`config.mk`:
```
export PLATFORM = sky130hd
export DESIGN_NAME = rdcu_div_stage
export DESIGN_NICKNAME = d
export VERILOG_FILES = /design/src/rdcu_pkg.sv /design/src/rdcu_div_stage.sv
export SDC_FILE = /design/constraint.sdc
export NUM_CORES = 1
export LEC_CHECK = 0
export ABC_AREA = 1
export BUFFER_PORTS_ARGS = -buffer_cell sky130_fd_sc_hd__buf_2
export CELL_PAD_IN_SITES_DETAIL_PLACEMENT = 1
export CELL_PAD_IN_SITES_GLOBAL_PLACEMENT = 1
export CORE_AREA = 4 4 181 183
export CTS_BUF_LIST = sky130_fd_sc_hd__clkbuf_8
export CTS_CLUSTER_DIAMETER = 80
export DETAILED_ROUTE_END_ITERATION = 10
export DIE_AREA = 0 0 185 187
export PLACE_DENSITY = 0.71
export SYNTH_ARGS = -nofsm -noshare
export SYNTH_HDL_FRONTEND = slang
export SYNTH_SLANG_ARGS = --single-unit
```
`constraint.sdc`:
```
create_clock -name clk_i -period 1.4 [get_ports clk_i]
set_input_delay 0.28 -clock clk_i [delete_from_list [all_inputs] [get_ports clk_i]]
set_output_delay 0.28 -clock clk_i [all_outputs]
set_load 0.05 [all_outputs]
```
`src/rdcu_pkg.sv`:
```
// Package of the reaction-diffusion cell update: formats, reset values,
// register codes and the stage bundles passed between modules. No dependencies.
`default_nettype none

package rdcu_pkg;

  localparam int ValW     = 24;
  localparam int FracBits = 20;
  localparam int CfgIdxW  = 3;
  localparam int NumW     = 52;
  localparam int DenW     = 25;
  localparam int LogW     = 29;
  localparam int LapW     = 27;
  localparam int LapTermW = 31;
  localparam int KinW     = 54;
  localparam int DivStages = NumW;

  localparam logic [ValW-1:0] ValMax    = {ValW{1'b1}};
  localparam logic [ValW-1:0] OneVal    = ValW'(64'd1 << FracBits);
  localparam logic [ValW-1:0] StoichRst = 24'd1310720;
  localparam logic [ValW-1:0] ExcitRst  = 24'd2097;

  typedef enum logic [CfgIdxW-1:0] {
    RegTimeStep,
    RegKineticGain,
    RegActDiff,
    RegReactDiff,
    RegStoich,
    RegExcit
  } cfg_reg_e;

  typedef struct packed {
    logic [ValW-1:0] time_step;
    logic [ValW-1:0] kinetic_gain;
    logic [ValW-1:0] act_diff;
    logic [ValW-1:0] react_diff;
    logic [ValW-1:0] stoich;
    logic [ValW-1:0] excit;
  } cfg_t;

  // One slot of the divider pipeline; nq holds the remaining dividend bits
  // on top and the quotient bits collected so far at the bottom.
  typedef struct packed {
    logic                       valid;
    logic [NumW-1:0]            nq;
    logic [DenW-1:0]            rem;
    logic [DenW-1:0]            den;
    logic                       neg;
    logic signed [LogW-1:0]     logistic;
    logic [ValW-1:0]            p;
    logic signed [LapTermW-1:0] lapx_term;
    logic [ValW-1:0]            y_res;
    logic [ValW-1:0]            r_res;
  } div_t;

  // Clamp at zero and saturate at the format maximum.
  function automatic logic [ValW-1:0] clamp_val(input logic signed [63:0] v);
    logic [ValW-1:0] res;
    if (v < 0) begin
      res = '0;
    end else if (v > $signed({40'd0, ValMax})) begin
      res = ValMax;
    end else begin
      res = v[ValW-1:0];
    end
    return res;
  endfunction

endpackage

`default_nettype wire

```
`src/rdcu_div_stage.sv`:
```
// One restoring-division step: one quotient bit per stage, payload carried along.
// Uses rdcu_pkg.
`default_nettype none

module rdcu_div_stage (
  input  wire logic           clk_i,
  input  wire logic           rst_ni,
  input  wire logic           en_i,
  input  wire rdcu_pkg::div_t d_i,
  output rdcu_pkg::div_t      d_o
);

  logic [rdcu_pkg::DenW:0] rem_ext, rem_sub;
  logic ge;
  rdcu_pkg::div_t data_d, data_q;
  logic valid_q;

  assign rem_ext = {d_i.rem, d_i.nq[rdcu_pkg::NumW-1]};
  assign ge      = rem_ext >= {1'b0, d_i.den};
  assign rem_sub = rem_ext - {1'b0, d_i.den};

  always_comb begin
    data_d     = d_i;
    data_d.rem = ge ? rem_sub[rdcu_pkg::DenW-1:0] : rem_ext[rdcu_pkg::DenW-1:0];
    data_d.nq  = {d_i.nq[rdcu_pkg::NumW-2:0], ge};
  end

  always_ff @(posedge clk_i or negedge rst_ni) begin
    if (!rst_ni) begin
      valid_q <= 1'b0;
    end else if (en_i) begin
      valid_q <= d_i.valid;
    end
  end

  always_ff @(posedge clk_i) begin
    if (en_i) begin
      data_q <= data_d;
    end
  end

  always_comb begin
    d_o       = data_q;
    d_o.valid = valid_q;
  end

endmodule

`default_nettype wire

```
Yosys cells after proc, flatten, opt, wreduce, memory -nomap -nowiden

Cells that the tools add are included.
Widths: inputs -> output; s select.

Word-level logic and storage cells: 13
Bits in read-only memories: 0
Output and inout bits: 236
Memory bits (writable): 0
Bits in latches: 0
Bits in registers: 236
Memories: 0

$add $sub $neg: 1
Reductions and logical operators: 0
Multiply operators: 0
Bitwise operators: 0
Mux-type cells: 1
Divide/modulo/power cells: 0
Magnitude comparators: 1
Equal/unequal tests: 0
Shift operators: 0

Operators by type and width:

| operator       | number |
|---|---|
| $ge 26x25->1   | 1 |
| $mux 25        | 1 |
| $sub 25x25->25 | 1 |

Logic depth before layout (Yosys ltp)

Depth in word-level cells: 2
Mapped depth: 14
Depth with buffers taken out: 14

Worst setup path before layout

Ideal clock, no wire load.

Path kind: input to register
Start: input port d_i[234] (netlist bit)
End: register data_q (netlist bit d_o[177]), data pin
Path slack: -0.522 ns
Path buffers: 1
Cell stages on the path: 11
Library setup time: 0.253 ns
Arrival: 1.670 ns
Cells stage by stage: inv_1 ha_1 inv_1 fa_1 nand3_1 nand3_1 nand3_4 nand3_4 buf_6 nand2_1 nand2_1

RTL lines:

| item                   | line                 | RTL |
|---|---|---|
| start: declaration     | rdcu_div_stage.sv:9  | `input wire rdcu_pkg::div_t d_i,` |
| end signal: assignment | rdcu_div_stage.sv:38 | `data_q <= data_d;` |
| end: declaration       | rdcu_div_stage.sv:15 | `rdcu_pkg::div_t data_d, data_q;` |

==> results.json <==
{
  "rsz0062_at_grt": "true",
  "wl_per_cell_um": 26.6,
  "crit_fanout": 7,
  "synth_edf_count": 235,
  "violations": "setup timing",
  "grt_first_pass_wirelength_um": 76900,
  "cts_tree": "built",
  "ir_drop_mv": 0.603,
  "synth_top_family_by_area": "simple AND/OR/NAND/NOR gates",
  "worstSetupPathType": "in -> reg",
  "r2r_slack_ns": 0.62,
  "cts_sinks": 236,
  "synth_adder_area_share": 0.0349,
  "fin_hold_ws_ns": 0.0637,
  "place_congestion": 0.909,
  "io_buffer_count": 474,
  "clk_pin_slew_ns": 0.07,
  "finalSetupViolCount": 188,
  "drt_iter0_markers": 663,
  "drv_cap": 0,
  "synthXorXnorAreaFrac": 0.0110,
  "placedCellCount": 1719,
  "die-height_um": 187,
  "synth_top_cell_by_area": "edfxtp_1",
  "fin_setup_tns_ns": -9.60,
  "fin_crit_ns": 1.63,
  "start_kind": "input port",
  "rr_worst_depth": 1,
  "grt_pass1_vias": 10860,
  "nets": 1887,
  "yosys.area.top_type_share": 0.740,
  "critPathCaptureType": "flip-flop",
  "drt_first_pass_iters": 5,
  "required_ns": 1.71,
  "cts_buffer_depth": 3,
  "layout-area-overhead-vs-synth_pct": 101,
  "start_util": 0.305,
  "tightestPinTransition_ns": 0.304,
  "drt_drc_violations_left": 0,
  "power.density_nw_per_um2": 1160,
  "die_area_um2": 34600,
  "leakage_nw": 8.72,
  "layout_setup_ws_ns": -0.231,
  "finClkSkew_ns": 0,
  "fin_crit_sh": 1.17,
  "ys_seq_area_frac": 0.743,
  "postRouteAntennaNets": 0,
  "dp_slack_ns": -0.735,
  "hold_viol_final": 0,
  "grt_start_max_net_pins": 38,
  "max-slew-margin-rel": 0.797,
  "synth_cell_types": 29,
  "yosysWarnings": 0,
  "htree_levels": 2,
  "io_pins": 475,
  "yosys.area_share.simple": 0.149,
  "fmax_mhz": 613,
  "clock_latency_ns": 0.56,
  "place_area_um2": 13700,
  "hold_depth": 3,
  "synth.area.mux_share": 0.00118,
  "gr-total-overflow": 0,
  "worstPathArrival_ns": 1.95,
  "syn_area_per_cell_um2": 12.8,
  "design_area_um2": 19200,
  "status": "finished, violations left",
  "maxSlewViolCount": 0,
  "cts_buffers": 44,
  "vias_per_cell": 4.76,
  "rows": 65,
  "core_area_um2": 31200,
  "synth_compound_area_frac": 0.00774,
  "drive_above_1_share": 0.521,
  "vias": 9794,
  "hold_class": "in -> reg",
  "clk_root_buffer_cell": "clkbuf_8",
  "layout.cells.non_filler": 2058,
  "drt_wl_total_um": 54700,
  "synth-async-reset-ratio": 0.00424,
  "yosys_register_bits": 236,
  "syn-cell-area_um2": 9540,
  "antenna_found_initial": 17,
  "fp.dieW_um": 185,
  "synth_fp_nets": 1012,
  "synthFlopType": "edfxtp_1",
  "postSynthCellCount": 747,
  "hpwlAfterDp_um": 33100,
  "grt_usage": 0.305,
  "synth_area_leaders": "edfxtp_1, nand2_1, inv_1"
}
registers in the layout, indices dropped and copies added (netlist names):
| signal | count |
|---|---|
| d_o | 235 |
| valid_q | 1 |
per-stage QoR:
step	power [mW]	utilization
6_report	22.3	0.615
3_3_place_gp	13.8	0.440
3_5_place_dp	13.9	0.440
2_1_floorplan	11.9	-
4_1_cts	21.8	0.606
5_1_grt	23.1	0.614
power by group:
part | total [mW] | switching, mW | internal (mW)
sequential | 8.90 | 0.387 | 8.51
clock | 6.36 | 3.26 | 3.10
combinational | 7.05 | 4.24 | 2.81
cells in the mapped netlist (2+ instances only):
library cell	n
nand3_4	2
buf_2	5
xor2_1	12
nor2_1	31
nand2_1	233
and2_1	2
inv_1	118
nand3_1	20
edfxtp_1	235
nor3_1	2
nand3b_1	2
inv_2	2
buf_6	2
a21oi_1	10
ha_1	25
nand4_1	33
critical path, stage by stage:
cell and delay [ns]:
buf_2 0.13, ha_4 0.29, nand2_4 0.07, nor2_4 0.13
inv_2 0.05, nor3_4 0.22, buf_6 0.13, a21oi_4 0.07
buf_4 0.15, buf_6 0.12, buf_16 0.14, nand4_1 0.08
nand2_1 0.07
metal layers:
metal,up-vias,GRT usage,wire [um]
li1,4292,-,-
met1,4796,0.336,19700
met2,505,0.533,27700
met3,185,0.0875,3800
met4,16,0.154,3470
met5,-,0,116
logic make-up (layout without fill, tap and decap cells):
logic type,after synthesis,count (layout)
flip-flops,236,236
AO/OA/AOI/OAI,12,12
other,0,10
buffers and inverters,129,1028
multiplexers,1,1
XOR/XNOR,12,12
AND/OR/NAND/NOR,331,331
adder cells (fa/ha/maj),26,26
what timing repair did:
| action | 4_1_cts | 5_1_grt |
|---|---|---|
| gates resized for setup | 604 | 74 |
| setup buffers | 31 | 14 |
| setup endpoints to repair | 261 | 262 |
| cloned | 7 | 0 |
| hold buffers | 213 | 0 |
| pin swaps | 60 | 39 |
| hold endpoints to repair | 212 | 0 |
cell usage in the layout (no fill, tap or decap), types with 8 or more instances in the layout:
cell           netlist  final
diode_2              0     10
nand3_1             20     17
xor2_1              12     12
nor2_1              31     16
nor2_2               1      8
buf_4                1    120
nand2_4              0     24
buf_6                2    259
inv_2                2     23
inv_4                0      8
edfxtp_1           235    235
buf_2                5    219
nor2_4               0      8
ha_4                 0     25
nand4_1             33     33
nand2_1            233    147
nand2_2              1     63
inv_1              118     98
dlygate4sd3_1        0    213
buf_12               0     16
clkbuf_8             0     44
worst paths after layout:
| kind | from | to |
|---|---|---|
| setup / recovery | d_i[178] | d_o[163] |
| hold / removal | d_i[181] | d_o[182] |
| setup reg to reg | valid_q | valid_q |
| hold reg to reg | valid_q | valid_q |
| max in group asynchronous | rst_ni | valid_q |
| min in group asynchronous | rst_ni | valid_q |
final cells by class:
type                       count  area [um^2]
multi-input combinational    382         2750
fill                        3162        12000
tap                          402          503
sequential                   236         7080
clock inverter                26          141
inverter                     120          493
antenna                       10         25.0
clock buffer                  44          606
timing repair buffer         838         7600
Power figures use the tool's default switching activity.
